===== src/rtl/jhte_pkg.sv =====
// types and constants shared by the huffman table engine modules
`default_nettype none
package jhte_pkg;

  localparam int SYMBOL_COUNT = 256;
  localparam int SYM_W        = 8;
  localparam int CODE_W       = 16;
  localparam int LEN_W        = 5;

  localparam logic [1:0] OP_CLEAR  = 2'd0;
  localparam logic [1:0] OP_APPEND = 2'd1;
  localparam logic [1:0] OP_DECODE = 2'd2;
  localparam logic [1:0] OP_ENCODE = 2'd3;

  localparam logic [1:0] ST_OK        = 2'd0;
  localparam logic [1:0] ST_NOT_FOUND = 2'd1;
  localparam logic [1:0] ST_INVALID   = 2'd2;
  localparam logic [1:0] ST_FULL      = 2'd3;

  typedef struct packed {
    logic [1:0]        operation;
    logic [LEN_W-1:0]  code_length;
    logic [SYM_W-1:0]  symbol;
    logic [CODE_W-1:0] code_bits;
  } in_t;

  typedef struct packed {
    logic [1:0]        status;
    logic [SYM_W-1:0]  found_symbol;
    logic [CODE_W-1:0] found_code;
    logic [LEN_W-1:0]  found_length;
  } out_t;

  typedef struct packed {
    logic [1:0]        op;
    logic              len_ok;
    logic [LEN_W-1:0]  len;
    logic [SYM_W-1:0]  symbol;
    logic [CODE_W-1:0] want;
  } cmd_t;

endpackage
`default_nettype wire


===== src/rtl/jhte_front.sv =====
// front end: classifies incoming beats into commands
`default_nettype none
module jhte_front #(
  parameter int MAX_CODE_LENGTH = 16
) (
  input  wire logic         in_push,
  output logic              in_full,
  input  wire jhte_pkg::in_t in_data,
  output logic              q_push,
  output jhte_pkg::cmd_t    q_data,
  input  wire logic         q_full
);
  import jhte_pkg::*;

  logic [CODE_W-1:0] mask;

  always_comb begin
    for (int i = 0; i < CODE_W; i++) begin
      mask[i] = (LEN_W'(i) < in_data.code_length);
    end
  end

  always_comb begin
    q_data.op     = in_data.operation;
    q_data.len    = in_data.code_length;
    q_data.symbol = in_data.symbol;
    q_data.want   = in_data.code_bits & mask;
    q_data.len_ok = (in_data.code_length != '0) &&
                    (in_data.code_length <= LEN_W'(MAX_CODE_LENGTH));
  end

  assign in_full = q_full;
  assign q_push  = in_push & ~q_full;

endmodule
`default_nettype wire


===== config.mk =====
export PLATFORM = sky130hd
export DESIGN_NAME = jhte_front
export DESIGN_NICKNAME = d
export VERILOG_FILES = /design/src/rtl/jhte_pkg.sv /design/src/rtl/jhte_front.sv
export SDC_FILE = /design/constraint.sdc
export NUM_CORES = 1
export LEC_CHECK = 0
export BUFFER_PORTS_ARGS = -buffer_cell sky130_fd_sc_hd__buf_2
export CAP_MARGIN = 40
export CORE_MARGIN = 2
export CORE_UTILIZATION = 25
export DETAILED_ROUTE_END_ITERATION = 7
export PLACE_DENSITY_LB_ADDON = 0.1
export SLEW_MARGIN = 10
export SYNTH_ARGS = -nofsm -noshare
export SYNTH_HDL_FRONTEND = slang
export SYNTH_SLANG_ARGS = --single-unit

===== constraint.sdc =====
create_clock -name vclk -period 0.8
set_input_delay 0 -clock vclk [all_inputs]
set_output_delay 0 -clock vclk [all_outputs]
set_load 0.05 [all_outputs]

==> results of run 1 <==
## cell type report
cell class | count | share of cell area, %
repair buffers | 63 | 57.3
multi-input cells | 34 | 40.3
well taps | 15 | 2.37
## how the worst max path moves through the flow
stage	start	end	slack, ns	depth (start not counted)
2_1_floorplan	in_data[25]	q_data[6]	-0.23	3
4_1_cts	in_data[26]	q_data[29]	-0.05	4
6_report	in_data[26]	q_data[1]	0.02	3
3_3_place_gp	in_data[26]	q_data[29]	-0.09	4
3_5_place_dp	in_data[26]	q_data[2]	-0.11	5
5_1_grt	in_data[28]	q_data[13]	-0.02	5
## cell families after synthesis
logic type,count (synthesis)
compound gates,16
simple gates,17
xor+xnor,1
buf+inv,20
## report_power, final
part	internal (mW)	total, mW	switching, mW
registers	0	0	0
logic	0.263	0.691	0.428
clock network	0	0	0
total	0.263	0.691	0.428
## cells in the mapped netlist, types with 2 or more instances
cell type / instances
nand2_1: 5
a21boi_1: 4
buf_2: 2
nor2b_1: 6
o21a_1: 2
o21ai_1: 3
buf_4: 17
## metrics by stage
stage | cell area, sq um | total power, mW | util, %
after global placement | 639 | 0.590 | 47.4
after floorplan | 414 | 0.558 | -
final | 791 | 0.691 | 58.6
after global routing | 791 | 0.728 | 58.6
after CTS | 697 | 0.637 | 51.6
after detailed placement | 639 | 0.591 | 47.4
## layer usage
metal	track usage [%]	wire length, microns	vias up
met5	0	0	-
met4	1.88	2	0
met3	1.29	117	2
met2	21.5	666	26
met1	14.4	461	223
li1	-	-	260
## repair_timing
item | 4_1_cts | 5_1_grt
endpoints found under the setup margin | 10 | 15
pin swaps | 0 | 3
gates resized for setup | 19 | 28
==> out/results.ini, run 1 <==
[setup_path]
critPathLaunchType = input pin
crit_type = input pin to output pin
critical_path.max_fanout = 5
slowest_stage = o41a_1
crit_chain = buf_4 -> o41a_1 -> buf_2
cp.required_ns = 0.80
end_kind = output pin
cp_top_family = compound AO/OA/AOI/OAI gates
crit_arrival_ns = 0.78
slowest_delay_ns = 0.42
cp.buffers_inverters = 2

[die]
start_util_pct = 27.6
die_x_microns = 42.6
core_sq_um = 1350
rows = 13
io_pins = 67
dieArea_sq_um = 1820
die_h_microns = 42.6

[layout]
fin_nets = 132
clkbuf_count = 0
n_sequential_cell = 0
final_cell_mix = buf_2, buf_4, buf_6
areaGrowthSynthToFinish_pct = 112
seq_area_sq_um = 0
diodes = 0
multi_input_area_sq_um = 319
final_layout_size_suffix_gt1_share_pct = 82.5
layoutNonFillerInstCount = 112
fillers = 142
final_common_cell = buf_2

[grt]
grt_max_degree = 10
grt_overflow_total = 0
first_global_vias = 444
grt_usage_pct = 11.7
grt_pass1_wl_microns = 1800
antenna_found_initial = 0

[cts]
cts_hold_buf = 0
cts_setup_buffers = 0

[run]
drv_cap = 0

[routing]
drc = 0
routedWlPerCell_microns = 11.1
vias = 511
viasPerCell = 4.56
antenna_left = 0
routed_wl_microns = 1250
drtIter0Drc = 2
dr.pass1.iters = 3

[timing]
setup_slack_ns = 0.0186
holdWs_ns = 0.0000220
worstMarginPinSlew_ns = 0.254
period_minus_slack_ns = 0.781
final-setup-viol-count = 0
maxSlewViolCount = 0
fin_crit_sh_pct = 97.7
hold_viol = 0
fin_tns_setup_ns = 0
fmax_mhz = 1280
relSlewSlack_pct = 82.9

[yosys]
ys_seq_area_share_pct = 0
syn-cell-area_sq_um = 373
synth.area.top_cells = buf_4, nor2b_1, a21boi_1, nand2_1, o21ai_1
synth_fa_ha_area_share_pct = 0
synth_compound_area_share_pct = 31.2
syn_inst = 54
synthSimpleGateAreaFrac_pct = 26.5
synth_xor_area_share_pct = 2.35
synth_top_family_by_area = buffers and inverters
syn-num-nets = 87
yosysTopAreaCell = buf_4
synth.distinct_cells = 22
synth_top_area_share_pct = 34.2
synthMuxAreaShare_pct = 0
postSynthAreaPerCell_sq_um = 6.90
ys_warn_count = 0

[power]
leakagePower_nw = 0.391
p_per_area_nw_per_um2 = 874
ir_drop_mv = 0.482

[worst_hold_path]
hold_path_class = input pin to output pin
hold_depth = 0
hp-start = in_data[19]
whs_endpoint = q_data[19]

[place]
globalplace.congestion = 0.676
io_buffers = 47
post-place-ws_ns = -0.106
place_inst = 112
dp_hpwl_microns = 947

[outcome]
status = finished, final reports clean

Power figures use the tool's default switching activity.
==> run 2, diff against run 1 <==
--- a/config.mk
+++ b/config.mk
@@ -11,6 +11,7 @@
 export CORE_UTILIZATION = 25
 export DETAILED_ROUTE_END_ITERATION = 7
 export PLACE_DENSITY_LB_ADDON = 0.1
+export RECOVER_POWER = 50
 export SLEW_MARGIN = 10
 export SYNTH_ARGS = -nofsm -noshare
 export SYNTH_HDL_FRONTEND = slang
==> run 2 against run 1 <==
Compared with the run above: sequential share of layout area did not move; setup slack lost 0.0023 ns; maximum frequency down 0.29%; highest routed layer unchanged.
==> out/results.ini, run 2 (synthesis gave the netlist of run 1 again) <==
[layout]
multi_input_area_sq_um = 319  ; unchanged
seq_area_sq_um = 0  ; unchanged
fillers = 147  ; +3.5%
clkbuf_count = 0  ; unchanged
areaGrowthSynthToFinish_pct = 110
final_common_cell = buf_2
fin_nets = 132  ; unchanged
final_layout_size_suffix_gt1_share_pct = 77.3  ; -5.2 points
n_sequential_cell = 0  ; unchanged
final_cell_mix = buf_2, buf_4, buf_6
diodes = 0  ; unchanged

[routing]
drtIter0Drc = 3  ; +1
drc = 0  ; unchanged
vias = 512  ; +0.20%
antenna_left = 0  ; unchanged
dr.pass1.iters = 4  ; +1
routed_wl_microns = 1240  ; -0.32%
viasPerCell = 4.57  ; +0.20%
routedWlPerCell_microns = 11.1  ; -0.32%

[die]
start_util_pct = 27.6  ; unchanged
core_sq_um = 1350  ; unchanged
dieArea_sq_um = 1820  ; unchanged
die_x_microns = 42.6  ; unchanged
rows = 13  ; unchanged
die_h_microns = 42.6  ; unchanged
io_pins = 67  ; unchanged

[power]
ir_drop_mv = 0.507  ; +5.1%
p_per_area_nw_per_um2 = 877  ; +0.36%
leakagePower_nw = 0.378  ; -3.5%
power_mw = 0.688  ; -0.44%

[timing]
fin_tns_setup_ns = 0  ; unchanged
hold_viol = 0  ; unchanged
maxSlewViolCount = 0  ; unchanged
relSlewSlack_pct = 60.2  ; -23 points
fmax_mhz = 1280  ; -0.29%
worstMarginPinSlew_ns = 0.600  ; +0.346 ns
period_minus_slack_ns = 0.784  ; +0.00227 ns
final-setup-viol-count = 0  ; unchanged
fin_crit_sh_pct = 98.0  ; +0.28 points

[worst_hold_path]
hold_path_class = input pin to output pin

[run]
drv_cap = 0  ; unchanged

[grt]
grt_overflow_total = 0  ; unchanged
antenna_found_initial = 0  ; unchanged
grt_pass1_wl_microns = 1800  ; unchanged
first_global_vias = 444  ; unchanged
grt_usage_pct = 11.7  ; unchanged
grt_max_degree = 10  ; unchanged

[setup_path]
end_kind = output pin
cp.required_ns = 0.80  ; about the same
critPathLaunchType = input pin
crit_type = input pin to output pin
critical_path.max_fanout = 5  ; unchanged
crit_arrival_ns = 0.78  ; about the same

[place]
io_buffers = 47  ; unchanged
globalplace.congestion = 0.676  ; unchanged
dp_hpwl_microns = 947  ; unchanged

[outcome]
status = finished, final reports clean

[cts]
cts_hold_buf = 0  ; unchanged

==> run 2: cell count changes in the layout (fill, tap and decap cells not counted), sizes merged <==
cell    change
clkbuf      +6
buf         -6
==> run 2: stage by stage <==
step                hold WS, ns  instance area (sq um)  utilization (%)  setup slack, ns  instances
global route          0.0000788                    785             58.1          -0.0212        112
finish                0.0000220                    785             58.1           0.0164        112
CTS                    0.000399                    697             51.6          -0.0473        112
floorplan                 0.167                    414                -           -0.229         54
global placement       0.000399                    639             47.4          -0.0859        112
detailed placement     0.000399                    639             47.4           -0.106        112
==> run 2: power by group <==
part | internal [mW] | total [mW] | leakage, nW | switching, mW
combinational | 0.259 | 0.688 | 0.378 | 0.429
clock | 0 | 0 | 0 | 0
sequential | 0 | 0 | 0 | 0
total | 0.259 | 0.688 | 0.378 | 0.429
==> run 2: timing repair <==
item                                    CTS  global route
resized for setup                        19            28
pin swaps                                 0             3
buffers inserted                          0             0
endpoints found under the setup margin   10            15
==> run 2: area by class of cell <==
class	instances	area share, %
timing repair buffer	63	56.9
multi-input combinational	34	40.7
tap	15	2.39
==> run 2: worst paths after layout <==
kind / slack (ns) / start / end / cells after the start
hold / removal: 0.00002 / in_data[19] / q_data[19] / 0
setup / recovery: 0.02 / in_data[26] / q_data[1] / 3
==> run 2: worst max-delay path, cell delays in order <==
cell and delay [ns]:
buf_4 0.14, o41a_1 0.42, buf_2 0.22
==> run 2: per-layer routing <==
| layer | global-route usage (%) | up-vias | share of wire, % |
|---|---|---|---|
| li1 | - | 261 | - |
| met1 | 14.4 | 223 | 37 |
| met2 | 21.5 | 26 | 54 |
| met3 | 1.29 | 2 | 9.4 |
| met4 | 1.88 | 0 | 0.16 |
| met5 | 0 | - | 0 |
==> run 3, diff against run 2 <==
--- a/config.mk
+++ b/config.mk
@@ -8,7 +8,7 @@
 export BUFFER_PORTS_ARGS = -buffer_cell sky130_fd_sc_hd__buf_2
 export CAP_MARGIN = 40
 export CORE_MARGIN = 2
-export CORE_UTILIZATION = 25
+export CORE_UTILIZATION = 28
 export DETAILED_ROUTE_END_ITERATION = 7
 export PLACE_DENSITY_LB_ADDON = 0.1
 export RECOVER_POWER = 50
==> constraint.sdc (replaced) <==
create_clock -name vclk -period 0.9
set_input_delay 0 -clock vclk [all_inputs]
set_output_delay 0 -clock vclk [all_outputs]
set_load 0.05 [all_outputs]
==> run 3 against run 2 <==
Compared with the run above: combinational power shrank 26%; die area shrank 9.7%; sequential share of layout area is the same; core utilization shrank 11 points; final cell count shrank 6.3%; global-route usage shrank 0.42 points; via count shrank 9.2%; first-iteration DRC count shrank 67%; setup slack gained 0.029 ns; sequential cell count is the same; critical path depth grew 2; largest power group unchanged; highest routed layer is now met3.
==> out/results.ini, run 3 (synthesis gave the netlist of run 1 again) <==
[outcome]
status = finished, final reports clean

[routing]
drtIter0Drc = 1  ; -2
dr.pass1.iters = 4  ; unchanged
viasPerCell = 4.43  ; -3.1%
drc = 0  ; unchanged
antenna_left = 0  ; unchanged
routed_wl_microns = 1080  ; -13%
routedWlPerCell_microns = 10.2  ; -7.7%
vias = 465  ; -9.2%

[setup_path]
crit_arrival_ns = 0.85  ; +0.07 ns
slowest_stage = o21ai_1
end_kind = output pin
critPathMostFrequentCell = buf_2
cp_top_family = buffers and inverters
crit_chain = buf_2 -> buf_4 -> o21ai_1 -> o21ai_2 -> buf_2
cp.required_ns = 0.90  ; +0.10 ns
worst-path-stages = 5  ; +2
slowest_delay_ns = 0.25  ; -0.17 ns
critPathLaunchType = input pin
crit_type = input pin to output pin
cp.buffers_inverters = 3  ; +1
critical_path.max_fanout = 5  ; unchanged

[place]
post-place-ws_ns = 0.00187  ; +0.107 ns
globalplace.congestion = 0.575  ; -15%
dp_hpwl_microns = 866  ; -8.5%
placed_area_sq_um = 587  ; -8.2%
io_buffers = 47  ; unchanged

[cts]
cts_setup_buffers = 0  ; unchanged

[timing]
final-setup-viol-count = 0  ; unchanged
period_minus_slack_ns = 0.854
worstMarginPinSlew_ns = 0.594  ; -0.00562 ns
fin_crit_sh_pct = 94.9
relSlewSlack_pct = 60.5  ; +0.37 points
holdWs_ns = 0.0000220  ; -0.00000000400 ns
maxSlewViolCount = 0  ; unchanged
setup_slack_ns = 0.0456  ; +0.0293 ns
grt_setup_unrepaired = true
fmax_mhz = 1170
hold_viol = 0  ; unchanged

[die]
die_x_microns = 40.5  ; -5.0%
core_sq_um = 1270  ; -6.0%
io_pins = 67  ; unchanged
rows = 13  ; unchanged
start_util_pct = 29.4  ; +1.8 points
die_h_microns = 40.5  ; -5.0%
dieArea_sq_um = 1640  ; -9.7%

[power]
leakagePower_nw = 0.310  ; -18%
ir_drop_mv = 0.296  ; -42%
switching_power_mw = 0.354  ; -18%
pwr-share-comb_pct = 100.0  ; about the same
netSwitchingFraction_pct = 69.5  ; +7.1 points
power_mw = 0.509  ; -26%
power_frac_clock_pct = 0  ; unchanged
p_int_mw = 0.155  ; -40%
p_per_area_nw_per_um2 = 848  ; -3.3%
seq_power_share_pct = 0  ; unchanged

[layout]
final_layout_size_suffix_gt1_share_pct = 74.4  ; -2.9 points
clkbuf_count = 0  ; unchanged
seq_area_sq_um = 0  ; unchanged
n_sequential_cell = 0  ; unchanged
diodes = 0  ; unchanged
final_cell_mix = buf_2, buf_4, nand2_1
fin_nets = 125  ; -5.3%
final_area_sq_um = 601  ; -23%
finish.utilization_pct = 47.3  ; -11 points
final_common_cell = buf_2
areaGrowthSynthToFinish_pct = 61.1

[grt]
grt_pass1_wl_microns = 1360  ; -25%
first_global_vias = 306  ; -31%
antenna_found_initial = 0  ; unchanged
grt_overflow_total = 0  ; unchanged
grt_usage_pct = 11.3  ; -0.42 points
grt_max_degree = 13  ; +3

[worst_hold_path]
hold_path_class = input pin to output pin
whs_endpoint = q_data[21]
hp-start = in_data[21]
hold_depth = 0  ; unchanged

[run]
drv_cap = 0  ; unchanged

==> run 3: changes by cell type in the layout (fill, tap and decap cells not counted), sizes merged <==
| cell | previous run | this run |
|---|---|---|
| buf | 56 | 51 |
| clkbuf | 7 | 5 |
==> run 3: power groups by stage <==
stage | registers, mW | logic, mW | clock network [mW]
finish | 0 | 0.509 | 0
CTS | 0 | 0.506 | 0
detailed placement | 0 | 0.502 | 0
floorplan | 0 | 0.496 | 0
global route | 0 | 0.540 | 0
global placement | 0 | 0.501 | 0
==> run 3: area by class of cell <==
| class | count | area (sq um) |
|---|---|---|
| fillers | 133 | 668 |
| repair buffers | 56 | 305 |
| well taps | 15 | 18.8 |
| multi-input cells | 34 | 277 |
==> run 3: worst max path at each step <==
stage	startpoint	end	slack (ns)
final	in_data[24]	q_data[12]	0.05
after global routing	in_data[25]	q_data[2]	-0.01
after CTS	in_data[26]	q_data[0]	0.03
after detailed placement	in_data[26]	q_data[29]	0.002
after global placement	in_data[26]	q_data[29]	0.02
after floorplan	in_data[25]	q_data[6]	-0.13
==> run 3: metal layers <==
layer	wire length (microns)	global-route usage, %	share of wire, %	up-vias
li1	-	-	-	244
met5	0	0	0	-
met4	0	0	0	0
met1	413	14.7	38	196
met2	570	21.0	53	25
met3	92	0.556	8.6	0
==> run 3: metrics by stage <==
stage	TNS, ns	std cells
after CTS	0	105
after global routing	-0.0195	105
after detailed placement	0	105
final	0	105
after floorplan	-0.190	54
after global placement	0	105
==> run 3: repair_timing <==
item,CTS,global route
hold buffers,0,0
cloned,0,0
resized for setup,1,6
endpoints found under the setup margin,1,4
