## config.mk

```make
export PLATFORM = sky130hd
export DESIGN_NAME = jhte_cmd_fifo
export DESIGN_NICKNAME = d
export VERILOG_FILES = /design/src/rtl/jhte_pkg.sv /design/src/rtl/jhte_cmd_fifo.sv
export SDC_FILE = /design/constraint.sdc
export NUM_CORES = 1
export LEC_CHECK = 0
export BUFFER_PORTS_ARGS = -buffer_cell sky130_fd_sc_hd__clkbuf_2
export CAP_MARGIN = 20
export CORE_MARGIN = 2
export CORE_UTILIZATION = 50
export CTS_CLUSTER_SIZE = 10
export DETAILED_ROUTE_END_ITERATION = 16
export GPL_ROUTABILITY_DRIVEN = 0
export GPL_TIMING_DRIVEN = 0
export PLACE_DENSITY = 0.78
export RECOVER_POWER = 100
export SETUP_SLACK_MARGIN = 0.1
export SYNTH_ARGS = -nofsm -noshare
export SYNTH_HDL_FRONTEND = slang
export SYNTH_SLANG_ARGS = --single-unit
```

## constraint.sdc

```tcl
create_clock -name clk -period 4.4 [get_ports clk]
set_input_delay 0.22 -clock clk [delete_from_list [all_inputs] [get_ports clk]]
set_output_delay 0.22 -clock clk [all_outputs]
set_load 0.01 [all_outputs]
```

## src/rtl/jhte_pkg.sv

```systemverilog
// types and constants shared by the huffman table engine modules
`default_nettype none
package jhte_pkg;

  localparam int SYMBOL_COUNT = 256;
  localparam int SYM_W        = 8;
  localparam int CODE_W       = 16;
  localparam int LEN_W        = 5;

  localparam logic [1:0] OP_CLEAR  = 2'd0;
  localparam logic [1:0] OP_APPEND = 2'd1;
  localparam logic [1:0] OP_DECODE = 2'd2;
  localparam logic [1:0] OP_ENCODE = 2'd3;

  localparam logic [1:0] ST_OK        = 2'd0;
  localparam logic [1:0] ST_NOT_FOUND = 2'd1;
  localparam logic [1:0] ST_INVALID   = 2'd2;
  localparam logic [1:0] ST_FULL      = 2'd3;

  typedef struct packed {
    logic [1:0]        operation;
    logic [LEN_W-1:0]  code_length;
    logic [SYM_W-1:0]  symbol;
    logic [CODE_W-1:0] code_bits;
  } in_t;

  typedef struct packed {
    logic [1:0]        status;
    logic [SYM_W-1:0]  found_symbol;
    logic [CODE_W-1:0] found_code;
    logic [LEN_W-1:0]  found_length;
  } out_t;

  typedef struct packed {
    logic [1:0]        op;
    logic              len_ok;
    logic [LEN_W-1:0]  len;
    logic [SYM_W-1:0]  symbol;
    logic [CODE_W-1:0] want;
  } cmd_t;

endpackage
`default_nettype wire

```

## src/rtl/jhte_cmd_fifo.sv

```systemverilog
// two-entry command queue between front and back
`default_nettype none
module jhte_cmd_fifo (
  input  wire logic           clk,
  input  wire logic           rst_n,
  input  wire logic           push,
  input  wire jhte_pkg::cmd_t push_data,
  output logic                full,
  input  wire logic           pop,
  output logic                valid,
  output jhte_pkg::cmd_t      pop_data
);
  import jhte_pkg::*;

  cmd_t       slot_r [2];
  logic       wr_ptr_r, wr_ptr_nxt;
  logic       rd_ptr_r, rd_ptr_nxt;
  logic [1:0] cnt_r, cnt_nxt;

  assign full     = (cnt_r == 2'd2);
  assign valid    = (cnt_r != 2'd0);
  assign pop_data = slot_r[rd_ptr_r];

  always_comb begin
    wr_ptr_nxt = wr_ptr_r ^ push;
    rd_ptr_nxt = rd_ptr_r ^ pop;
    cnt_nxt    = cnt_r + {1'b0, push} - {1'b0, pop};
  end

  always_ff @(posedge clk) begin
    if (!rst_n) begin
      wr_ptr_r <= 1'b0;
      rd_ptr_r <= 1'b0;
      cnt_r    <= 2'd0;
    end else begin
      wr_ptr_r <= wr_ptr_nxt;
      rd_ptr_r <= rd_ptr_nxt;
      cnt_r    <= cnt_nxt;
    end
  end

  always_ff @(posedge clk) begin
    if (push) begin
      slot_r[wr_ptr_r] <= push_data;
    end
  end

endmodule
`default_nettype wire

```

==> results of run 1 <==
==> cell type report <==
type                            instances  area [um2]  share of cell area [%]
Sequential cell                        69        2022                   64.59
Multi-Input combinational cell         45       496.7                   15.87
Timing Repair Buffer                   71       317.8                   10.15
Clock buffer                            9       123.9                   3.957
Tap cell                               70       87.58                   2.798
Clock inverter                          7       56.30                   1.799
Buffer                                  4       15.01                  0.4796
Inverter                                3       11.26                  0.3597
==> layer usage <==
| layer | global-route usage, % | part of all wire, % | up-vias |
|---|---|---|---|
| met4 | 11.25 | 2.2 | 0 |
| met1 | 16.91 | 42 | 611 |
| li1 | - | - | 628 |
| met2 | 24.61 | 51 | 40 |
| met5 | 0 | 0 | - |
| met3 | 3.488 | 4.4 | 7 |
==> sequential cells by signal, summed over array words and instances (netlist names), named ones only <==
register,flops
rd_ptr_r,1
cnt_r,2
wr_ptr_r,1
slot_r,64
==> critical path, delay by kind of cell (launching register included) <==
family | cells | cell delay [ns]
buffers and inverters | 2 | 1.02
adders and majority gates | 1 | 0.53
DFF | 1 | 0.33
==> power by group through the flow <==
stage                     registers, W  clock network (W)  logic, W
after floorplan               0.000789                  0  0.000140
after global placement        0.000790                  0  0.000204
after detailed placement      0.000793                  0  0.000220
after CTS                     0.000779           0.000480  0.000221
after global routing          0.000782           0.000500  0.000180
final                         0.000777           0.000465  0.000165
==> worst max-delay path by stage <==
stage,slack (ns),from,depth (start not counted),to
floorplan,2.84,wr_ptr_r,2,slot_r[0][0]
global placement,2.52,push,2,slot_r[0][2]
detailed placement,2.85,push,3,slot_r[0][2]
CTS,2.78,register,4,pop_data[15]
global route,1.98,wr_ptr_r,3,slot_r[0][10]
finish,2.14,wr_ptr_r,3,slot_r[0][10]
==> cells by family (layout without fill, tap and decap cells) <==
kind of cell               count (synthesis)  count (layout)
xor gates and xnor gates                   2               2
muxes                                     32              32
DFF                                       69              69
adders and majority gates                  4               4
and+or+nand+nor                            7               7
buffers and inverters                      7              94
==> per-stage QoR <==
step	std cells	util, %	hold slack, ns	power, W	area, um2
final	278	60.52	0.07953	0.001408	3131
after global routing	278	60.52	0.06576	0.001462	3131
after CTS	278	65.17	0.05612	0.001479	3371
after detailed placement	262	61.68	0.4147	0.001013	3191
after global placement	260	60.62	0.4104	0.0009942	3136
after floorplan	121	-	0.3189	0.0009284	2703
==> Yosys cell counts <==
cell,n
buf_6,1
inv_1,3
or2_2,1
xor2_1,1
and2_1,3
mux2_4,30
mux2_2,2
nor2b_1,3
dfxtp_1,5
xnor3_1,1
edfxtp_1,64
buf_12,3
ha_1,4
==> out/metrics.yaml, run 1 <==
cts.clk_slew.worst_paths_ns: 0.07
wirelength_mm: 4.297
cts_num_sinks: 69
start_util_pct: 52.25
critPathSlowestCell: "clkbuf_1"
grt_overflow: 0
crit_fanout: 21
track_usage_pct: 14.94
antenna_cells: 0
die_h_um: 77.52
p_comb_share_pct: 11.8
critPathKind: "register to register"
muxShareOfSynthArea_pct: 17.50
ys_ff_latch: 69
yosys_warnings: 0
synthCells: 121
slowest_delay_ns: 0.96
tightest_slew_ns: 1.218
htree_levels: 3
nets: 243
reg2reg_from: "wr_ptr_r"
power_switching_w: 0.0003145
syn_area_mm2: 0.002703
pre_cts_slack_ns: 2.847
hold_path_startpoint: "push_data[21]"
synth_area_leader_cell: "edfxtp_1"
io_pins: 70
io_buffers: 69
synth-simple-area-share_pct: 1.620
dpl.hpwl_mm: 3.058
placeableCoreArea_mm2: 0.005172
hold_class: "input pin to register"
rsz0062_at_grt: "false"
drive_above_1_share_pct: 28.85
die_w_um: 77.52
slew_headroom_pct: 18.77
powerDensity_mw_per_mm2: 449.7
whs_path_depth: 1
antenna_found_initial: 0
ys_seq_area_share_pct: 74.81
drt_iter0_drc: 68
path_cells: "inv_1 -> ha_1 -> clkbuf_1"
grt_pass1_vias: 1385
grt_max_degree: 22
final_cell_mix: "64 x edfxtp_1, 41 x clkbuf_2, 34 x clkbuf_1, 27 x mux2_1, 9 x clkbuf_8"
clk_latency_ns: 0.33
power.internal_w: 0.001093
cts_buffer_depth: 2
fillers: 425
synthTopCellsByArea: "edfxtp_1 71%, mux2_4 17%, dfxtp_1 3.7%"
area_growth_syn_to_layout_pct: 15.83
synthXorXnorAreaFrac_pct: 1.157
ant_nets: 0
wl_per_cell_um: 15.46
cp-end-kind: "register"
reg2reg_slack_ns: 2.14
synth-adder-area-share_pct: 1.852
finalHoldViolations: 0
clockPowerShare_pct: 33.0
clock_skew_ns: 0.004324
cts_tree: "done"
post_cts_buffers: 0
final.min_clock_period_ns: 2.265
start_kind: "register"
synth_top_family_by_area: "multiplexers"
synth_cell_types: 13
worstPathRequired_ns: 4.34
synth.net_count: 161
fin_crit_sh_pct: 51.47
seqPwrFrac_pct: 55.2
die-area_mm2: 0.006009
ff2ff_path_depth: 3
whs_endpoint: "slot_r[1][21]"
crit_arrival_ns: 2.21
setup_violations: 0
vias: 1286
grt_pass1_wl_mm: 6.582
timing.max_cap.violations: 0
final.setup.tns_ns: 0
synth.avg_cell_area_um2: 22.34
first_pass_iters: 4
rows: 26
ir_drop_mv: 0.2832
drc: 0
slew_viol_final: 0
reg2reg_to: "slot_r[0][10]"
cts_buffers: 9
outcome: "completed"
postCtsResizedCells: 0
ctsHoldBuffers: 0
p_leak_nw: 1.161
swShare_pct: 22.34
synth_top_cell_area_share_pct: 71.11
fin_ws_ns: 2.135
synth-compound-area-share_pct: 0
drt-vias-per-instance: 4.626
root_buffer: "clkbuf_8"
clock.fmax_mhz: 441.5
mostFrequentLayoutCell: "edfxtp_1"
Power figures use the tool's default switching activity.
==> inputs of run 2 (changes only) <==
==> constraint.sdc (replaced) <==
create_clock -name clk -period 2.1 [get_ports clk]
set_input_delay 0.105 -clock clk [delete_from_list [all_inputs] [get_ports clk]]
set_output_delay 0.105 -clock clk [all_outputs]
set_load 0.01 [all_outputs]
==> run 2 against run 1 <==
  * Highest routed layer unchanged
  * Non-clock buffer count is 32 higher
  * Core utilization is 9.5 points higher
  * Sequential share of layout area is 8.7 points lower
  * Register-to-register slack worse by 1.6 ns
  * Cell count is 12% higher
  * Sequential cell count stayed put
  * Total power is 120% higher
  * Final area is 16% higher
  * Largest power group unchanged
  * Largest cell class unchanged
  * Die area stayed put
  * Combinational power grew to 2.9 times the previous value
==> out/metrics.yaml, run 2 (synthesis results as in run 1) <==
clk_latency_ns: 0.33  # about the same
p_comb_share_pct: 15.4  # +3.6 points
drt-vias-per-instance: 4.548  # -1.7%
setup_violations: 0  # unchanged
final.setup.tns_ns: 0  # unchanged
track_usage_pct: 16.09  # +1.1 points
clock.fmax_mhz: 567.2
finalHoldViolations: 0  # unchanged
reg_top3: "slot_r: 64 flops, cnt_r: 2 flops"
drc: 0  # unchanged
final_cells: 310  # +12%
tightest_slew_ns: 0.7248  # -0.4936 ns
p_leak_nw: 1.369  # +18%
clock_skew_ns: 0.005589  # +0.001265 ns
cts_buffer_depth: 2  # unchanged
cts_buffers: 9  # unchanged
slew_viol_final: 0  # unchanged
wl_per_cell_um: 14.69  # -4.9%
final_area_mm2: 0.003621  # +16%
mostFrequentLayoutCell: "edfxtp_1"
timing.max_cap.violations: 0  # unchanged
cts_num_sinks: 69  # unchanged
cts_tree: "done"
wirelength_mm: 4.555  # +6.0%
grt_overflow: 0  # unchanged
start_util_pct: 52.25  # unchanged
place_area_mm2: 0.003191  # unchanged
outcome: "completed"
whs_path_depth: 2  # +1
die_w_um: 77.52  # unchanged
rows: 26  # unchanged
io_buffers: 69  # unchanged
start_kind: "register"
io_pins: 70  # unchanged
final.min_clock_period_ns: 1.763
die_h_um: 77.52  # unchanged
ir_drop_mv: 0.6100  # +120%
die-area_mm2: 0.006009  # unchanged
power.internal_w: 0.002398  # +120%
antenna_found_initial: 0  # unchanged
slew_headroom_pct: 51.68  # +33 points
cts.clk_slew.worst_paths_ns: 0.07  # about the same
dpl.hpwl_mm: 3.058  # unchanged
drt_iter0_drc: 55  # -19%
worstPathRequired_ns: 2.00  # -2.34 ns
hold_class: "input pin to register"
crit_arrival_ns: 1.66  # -0.55 ns
grt_pass1_vias: 1558  # +12%
htree_levels: 3  # unchanged
grt_pass1_wl_mm: 7.107  # +8.0%
ant_nets: 0  # unchanged
ff2ff_path_depth: 3  # unchanged
nets: 275  # +13%
largest_reg_flops: 64  # unchanged
fin_crit_sh_pct: 83.96
power.total_w: 0.003096  # +120%
crit_fanout: 10  # -52%
dp.cells: 262  # unchanged
cp-end-kind: "output pin"
rsz0062_at_grt: "false"
antenna_cells: 0  # unchanged
seqPwrFrac_pct: 52.7  # -2.5 points
clockPowerShare_pct: 31.9  # -1.1 points
final_cell_mix: "64 x edfxtp_1, 50 x clkbuf_1, 32 x dlygate4sd3_1, 30 x mux2_4, 19 x clkbuf_2"
area_growth_syn_to_layout_pct: 33.98
first_pass_iters: 4  # unchanged
final_core_util_pct: 70.00  # +9.5 points
placeableCoreArea_mm2: 0.005172  # unchanged
swShare_pct: 22.53  # +0.19 points
root_buffer: "clkbuf_8"
regMostFlops: "slot_r"
grt_max_degree: 22  # unchanged
drive_above_1_share_pct: 29.17  # +0.32 points
postCtsResizedCells: 0  # unchanged
powerDensity_mw_per_mm2: 855.0  # +90%
power_switching_w: 0.0006976  # +120%
vias: 1410  # +9.6%
critPathKind: "register to output pin"
run 2: worst paths after layout:
check	startpoint	to	slack (ns)
worst min register to register	wr_ptr_r	wr_ptr_r	0.59
worst max register to register	wr_ptr_r	slot_r[0][10]	0.55
worst min-delay path	rst_n	cnt_r[0]	0.04
worst max-delay path	register	pop_data[6]	0.34
run 2: routing by layer:
layer / track usage (%) / vias to the layer above / routed length (um)
li1: - / 689 / -
met1: 17.87 / 671 / 1895
met2: 27.91 / 41 / 2389
met3: 2.907 / 9 / 159
met4: 11.25 / 0 / 111
met5: 0 / - / 0
run 2: worst max-delay path: stages (launching register included):
cell and delay [ns]:
dfxtp_1 0.30, clkbuf_1 0.37, buf_12 0.21, mux2_4 0.31
clkbuf_1 0.13
run 2: area by class of cell:
class                   count  area (um2)
plain buffers               4       63.81
clock buffers               9       123.9
clock inverters             7       56.30
fillers                   364        1551
inverters                   3       11.26
multi-input cells          45       598.1
flip-flops and latches     69        2022
well taps                  70       87.58
repair buffers            103       658.1
run 2: timing repair:
item / 4_1_cts / 5_1_grt
hold buffers: 32 / 0
setup endpoints to repair: 0 / 0
endpoints found under the hold margin: 64 / 0
setup buffers: 0 / 0
run 2: power groups by stage:
stage / Sequential, W / Combinational, W / Clock [W]
floorplan: 0.00165 / 0.000292 / 0
global placement: 0.00166 / 0.000427 / 0
detailed placement: 0.00166 / 0.000461 / 0
global route: 0.00164 / 0.000509 / 0.00105
finish: 0.00163 / 0.000476 / 0.000989
CTS: 0.00163 / 0.000510 / 0.00101
run 2: metrics by stage:
stage / hold slack [ns] / worst slack [ns]
finish: 0.03532 / 0.3369
global route: 0.05553 / 0.2349
CTS: 0.01644 / 0.5393
detailed placement: 0.2997 / 0.5541
global placement: 0.2954 / 0.2297
floorplan: 0.2039 / 0.5414
==> inputs of run 3 (changes only) <==
--- a/config.mk
+++ b/config.mk
@@ -5,15 +5,16 @@
 export SDC_FILE = /design/constraint.sdc
 export NUM_CORES = 1
 export LEC_CHECK = 0
+export ABC_AREA = 1
 export BUFFER_PORTS_ARGS = -buffer_cell sky130_fd_sc_hd__clkbuf_2
 export CAP_MARGIN = 20
 export CORE_MARGIN = 2
-export CORE_UTILIZATION = 50
+export CORE_UTILIZATION = 47
 export CTS_CLUSTER_SIZE = 10
 export DETAILED_ROUTE_END_ITERATION = 16
 export GPL_ROUTABILITY_DRIVEN = 0
 export GPL_TIMING_DRIVEN = 0
-export PLACE_DENSITY = 0.78
+export PLACE_DENSITY = 0.77
 export RECOVER_POWER = 100
 export SETUP_SLACK_MARGIN = 0.1
 export SYNTH_ARGS = -nofsm -noshare
==> constraint.sdc (replaced) <==
create_clock -name clk -period 1.5 [get_ports clk]
set_input_delay 0.075 -clock clk [delete_from_list [all_inputs] [get_ports clk]]
set_output_delay 0.075 -clock clk [all_outputs]
set_load 0.01 [all_outputs]
==> run 3 against run 2 <==
  * Final area up 7.0%
  * Cell count up 3.9%
  * Sequential cell count unchanged
  * Clock skew down 0.00068 ns
  * Largest cell class unchanged
  * Critical path type unchanged
  * Hold slack better by 0.0061 ns
==> out/metrics.yaml, run 3 <==
outcome: "completed"
reg2reg_from: "cnt_r[0]"
cts_buffer_depth: 2  # unchanged
start_util_pct: 48.71  # -3.5 points
crit_arrival_ns: 1.38  # -0.28 ns
reg2reg_to: "cnt_r[1]"
synthCells: 129  # +6.6%
synth_top_flop_cell: "edfxtp_1"
synth.net_count: 169  # +5.0%
wl_per_cell_um: 13.93  # -5.2%
whs_endpoint: "rd_ptr_r"
drt-vias-per-instance: 4.634  # +1.9%
io_pins: 70  # unchanged
vias: 1492  # +5.8%
pre_cts_slack_ns: 0.01756  # -0.5366 ns
ant_nets: 0  # unchanged
yosys_warnings: 0  # unchanged
slew_headroom_pct: 69.07  # +17 points
placeableCoreArea_mm2: 0.005540  # +7.1%
syn_area_mm2: 0.002699  # -0.14%
dpl.hpwl_mm: 2.760  # -9.7%
async_flop_share_pct: 0  # unchanged
setup_violations: 0  # unchanged
ys_seq_area_share_pct: 74.92  # +0.10 points
largest_reg_flops: 64  # unchanged
ys_ff_latch: 69  # unchanged
post-synth-top-count-cell: "edfxtp_1"
root_buffer: "clkbuf_8"
grt_overflow: 0  # unchanged
powerDensity_mw_per_mm2: 1191  # +39%
final_cell_mix: "64 x edfxtp_1, 33 x dlygate4sd3_1, 30 x mux2_4, 25 x clkbuf_1, 22 x buf_6"
p_leak_nw: 1.517  # +11%
area_growth_syn_to_layout_pct: 43.58
die-area_mm2: 0.006364  # +5.9%
start_kind: "register"
tightest_slew_ns: 0.4640  # -0.2608 ns
hold_class: "input pin to register"
first_pass_iters: 4  # unchanged
ir_drop_mv: 0.7535  # +24%
clock_skew_ns: 0.004904  # -0.0006850 ns
drt_iter0_drc: 66  # +20%
die_h_um: 79.78  # +2.9%
die_w_um: 79.78  # +2.9%
cts.clk_slew.worst_paths_ns: 0.06  # about the same
hold_path_startpoint: "pop"
grt_max_degree: 33  # +50%
drive_above_1_share_pct: 39.20  # +10 points
grt_pass1_vias: 1515  # -2.8%
critPathKind: "register to output pin"
synthTopCellsByArea: "edfxtp_1 71%, mux2_4 17%, dfxtp_1 3.7%"
slew_viol_final: 0  # unchanged
synth_cell_types: 13  # unchanged
antenna_cells: 0  # unchanged
rsz0062_at_grt: "true"
cts_tree: "done"
synthTopCellsByCount: "64 x edfxtp_1, 30 x mux2_4, 7 x inv_1"
mostFrequentLayoutCell: "edfxtp_1"
regMostFlops: "slot_r"
cp-end-kind: "output pin"
synth_top_cell_area_share_pct: 71.21  # +0.099 points
power.total_w: 0.004615  # +49%
synth-edff-count: 64  # unchanged
cts_buffers: 9  # unchanged
ff2ff_path_depth: 8  # +5
nets: 285  # +3.6%
synth_area_leader_cell: "edfxtp_1"
fin_crit_sh_pct: 97.17
rows: 27  # +3.8%
fin_ws_ns: 0.04243  # -0.2945 ns
worstPathRequired_ns: 1.42  # -0.58 ns
timing.max_cap.violations: 0  # unchanged
final.min_clock_period_ns: 1.458
wirelength_mm: 4.484  # -1.6%
reg_top3: "slot_r: 64 flops, cnt_r: 2 flops"
track_usage_pct: 14.51  # -1.6 points
dp.cells: 270  # +3.1%
io_buffers: 69  # unchanged
final_core_util_pct: 69.94  # about the same
crit_fanout: 10  # unchanged
drc: 0  # unchanged
cts_num_sinks: 69  # unchanged
htree_levels: 3  # unchanged
finalHoldViolations: 0  # unchanged
clk_latency_ns: 0.32  # about the same
whs_path_depth: 3  # +1
synth.avg_cell_area_um2: 20.92  # -6.3%
reg2reg_slack_ns: 0.23  # -0.32 ns
grt_pass1_wl_mm: 6.775  # -4.7%
antenna_found_initial: 0  # unchanged
clock.fmax_mhz: 686.1
final_cells: 322  # +3.9%
-- run 3: cell types whose count changed in the layout (fill, tap and decap cells not counted), moves of 4 or more --
cell	delta
buf_6	+22
nand2_1	+5
nor2_1	+5
inv_1	+4
clkbuf_1	-25
-- run 3: through the flow --
step / setup TNS (ns) / hold WS [ns] / instance area [um2]
3_3_place_gp: 0 / 0.2642 / 3139
5_1_grt: -0.02439 / 0.06376 / 3875
3_5_place_dp: 0 / 0.2694 / 3139
2_1_floorplan: 0 / 0.1685 / 2704
6_report: 0 / 0.04143 / 3875
4_1_cts: 0 / 0.02932 / 3736
-- run 3: cells by family after synthesis --
kind of cell,after synthesis,share of synthesized area (%)
xor gates and xnor gates,1,0.3246
and+or+nand+nor,11,1.576
buffers and inverters,11,3.616
adders and majority gates,4,1.855
DFF,69,74.92
muxes,32,17.52
AOI/OAI and AO/OA,1,0.1853
-- run 3: how the worst max path moves through the flow --
| stage | start | endpoint | slack, ns |
|---|---|---|---|
| global route | register | pop_data[0] | -0.006 |
| detailed placement | wr_ptr_r | slot_r[0][24] | 0.02 |
| CTS | register | pop_data[10] | 0.02 |
| finish | register | pop_data[10] | 0.04 |
| global placement | wr_ptr_r | slot_r[0][23] | 0.04 |
| floorplan | wr_ptr_r | slot_r[0][0] | 0.25 |
-- run 3: cell type report --
| class | instances | area (um2) |
|---|---|---|
| sequential | 69 | 2023 |
| fill | 384 | 1665 |
| timing repair buffer | 105 | 840.8 |
| multi-input combinational | 49 | 608.1 |
| clock buffer | 11 | 131.4 |
| tap | 72 | 90.09 |
| buffer | 4 | 80.08 |
| clock inverter | 5 | 75.07 |
| inverter | 7 | 26.28 |
-- run 3: repair_timing --
item / in CTS / in global routing
hold buffers: 33 / 0
buffers inserted: 1 / 0
resized for setup: 5 / 48
gates cloned: 1 / 1
endpoints found under the hold margin: 66 / 0
endpoints found under the setup margin: 94 / 33
-- run 3: critical path, cell delays in order, from the launching register on --
cell and delay (ns):
dfxtp_2 0.34, buf_12 0.14, buf_12 0.15, mux2_4 0.30, clkbuf_2 0.13
-- run 3: per-layer routing --
metal	share of wire, %	track usage (%)
met1	40	16.48
met2	54	25.63
met3	3.9	2.715
met4	1.9	8.136
met5	0	0
-- run 3: power by group --
group          leakage, nW  internal (W)  total [W]  switching (W)
clock network       0.0986      0.000927    0.00155       0.000627
registers            0.643       0.00224    0.00227      0.0000332
logic                0.776      0.000470   0.000788       0.000319
total                 1.52       0.00364    0.00462       0.000979
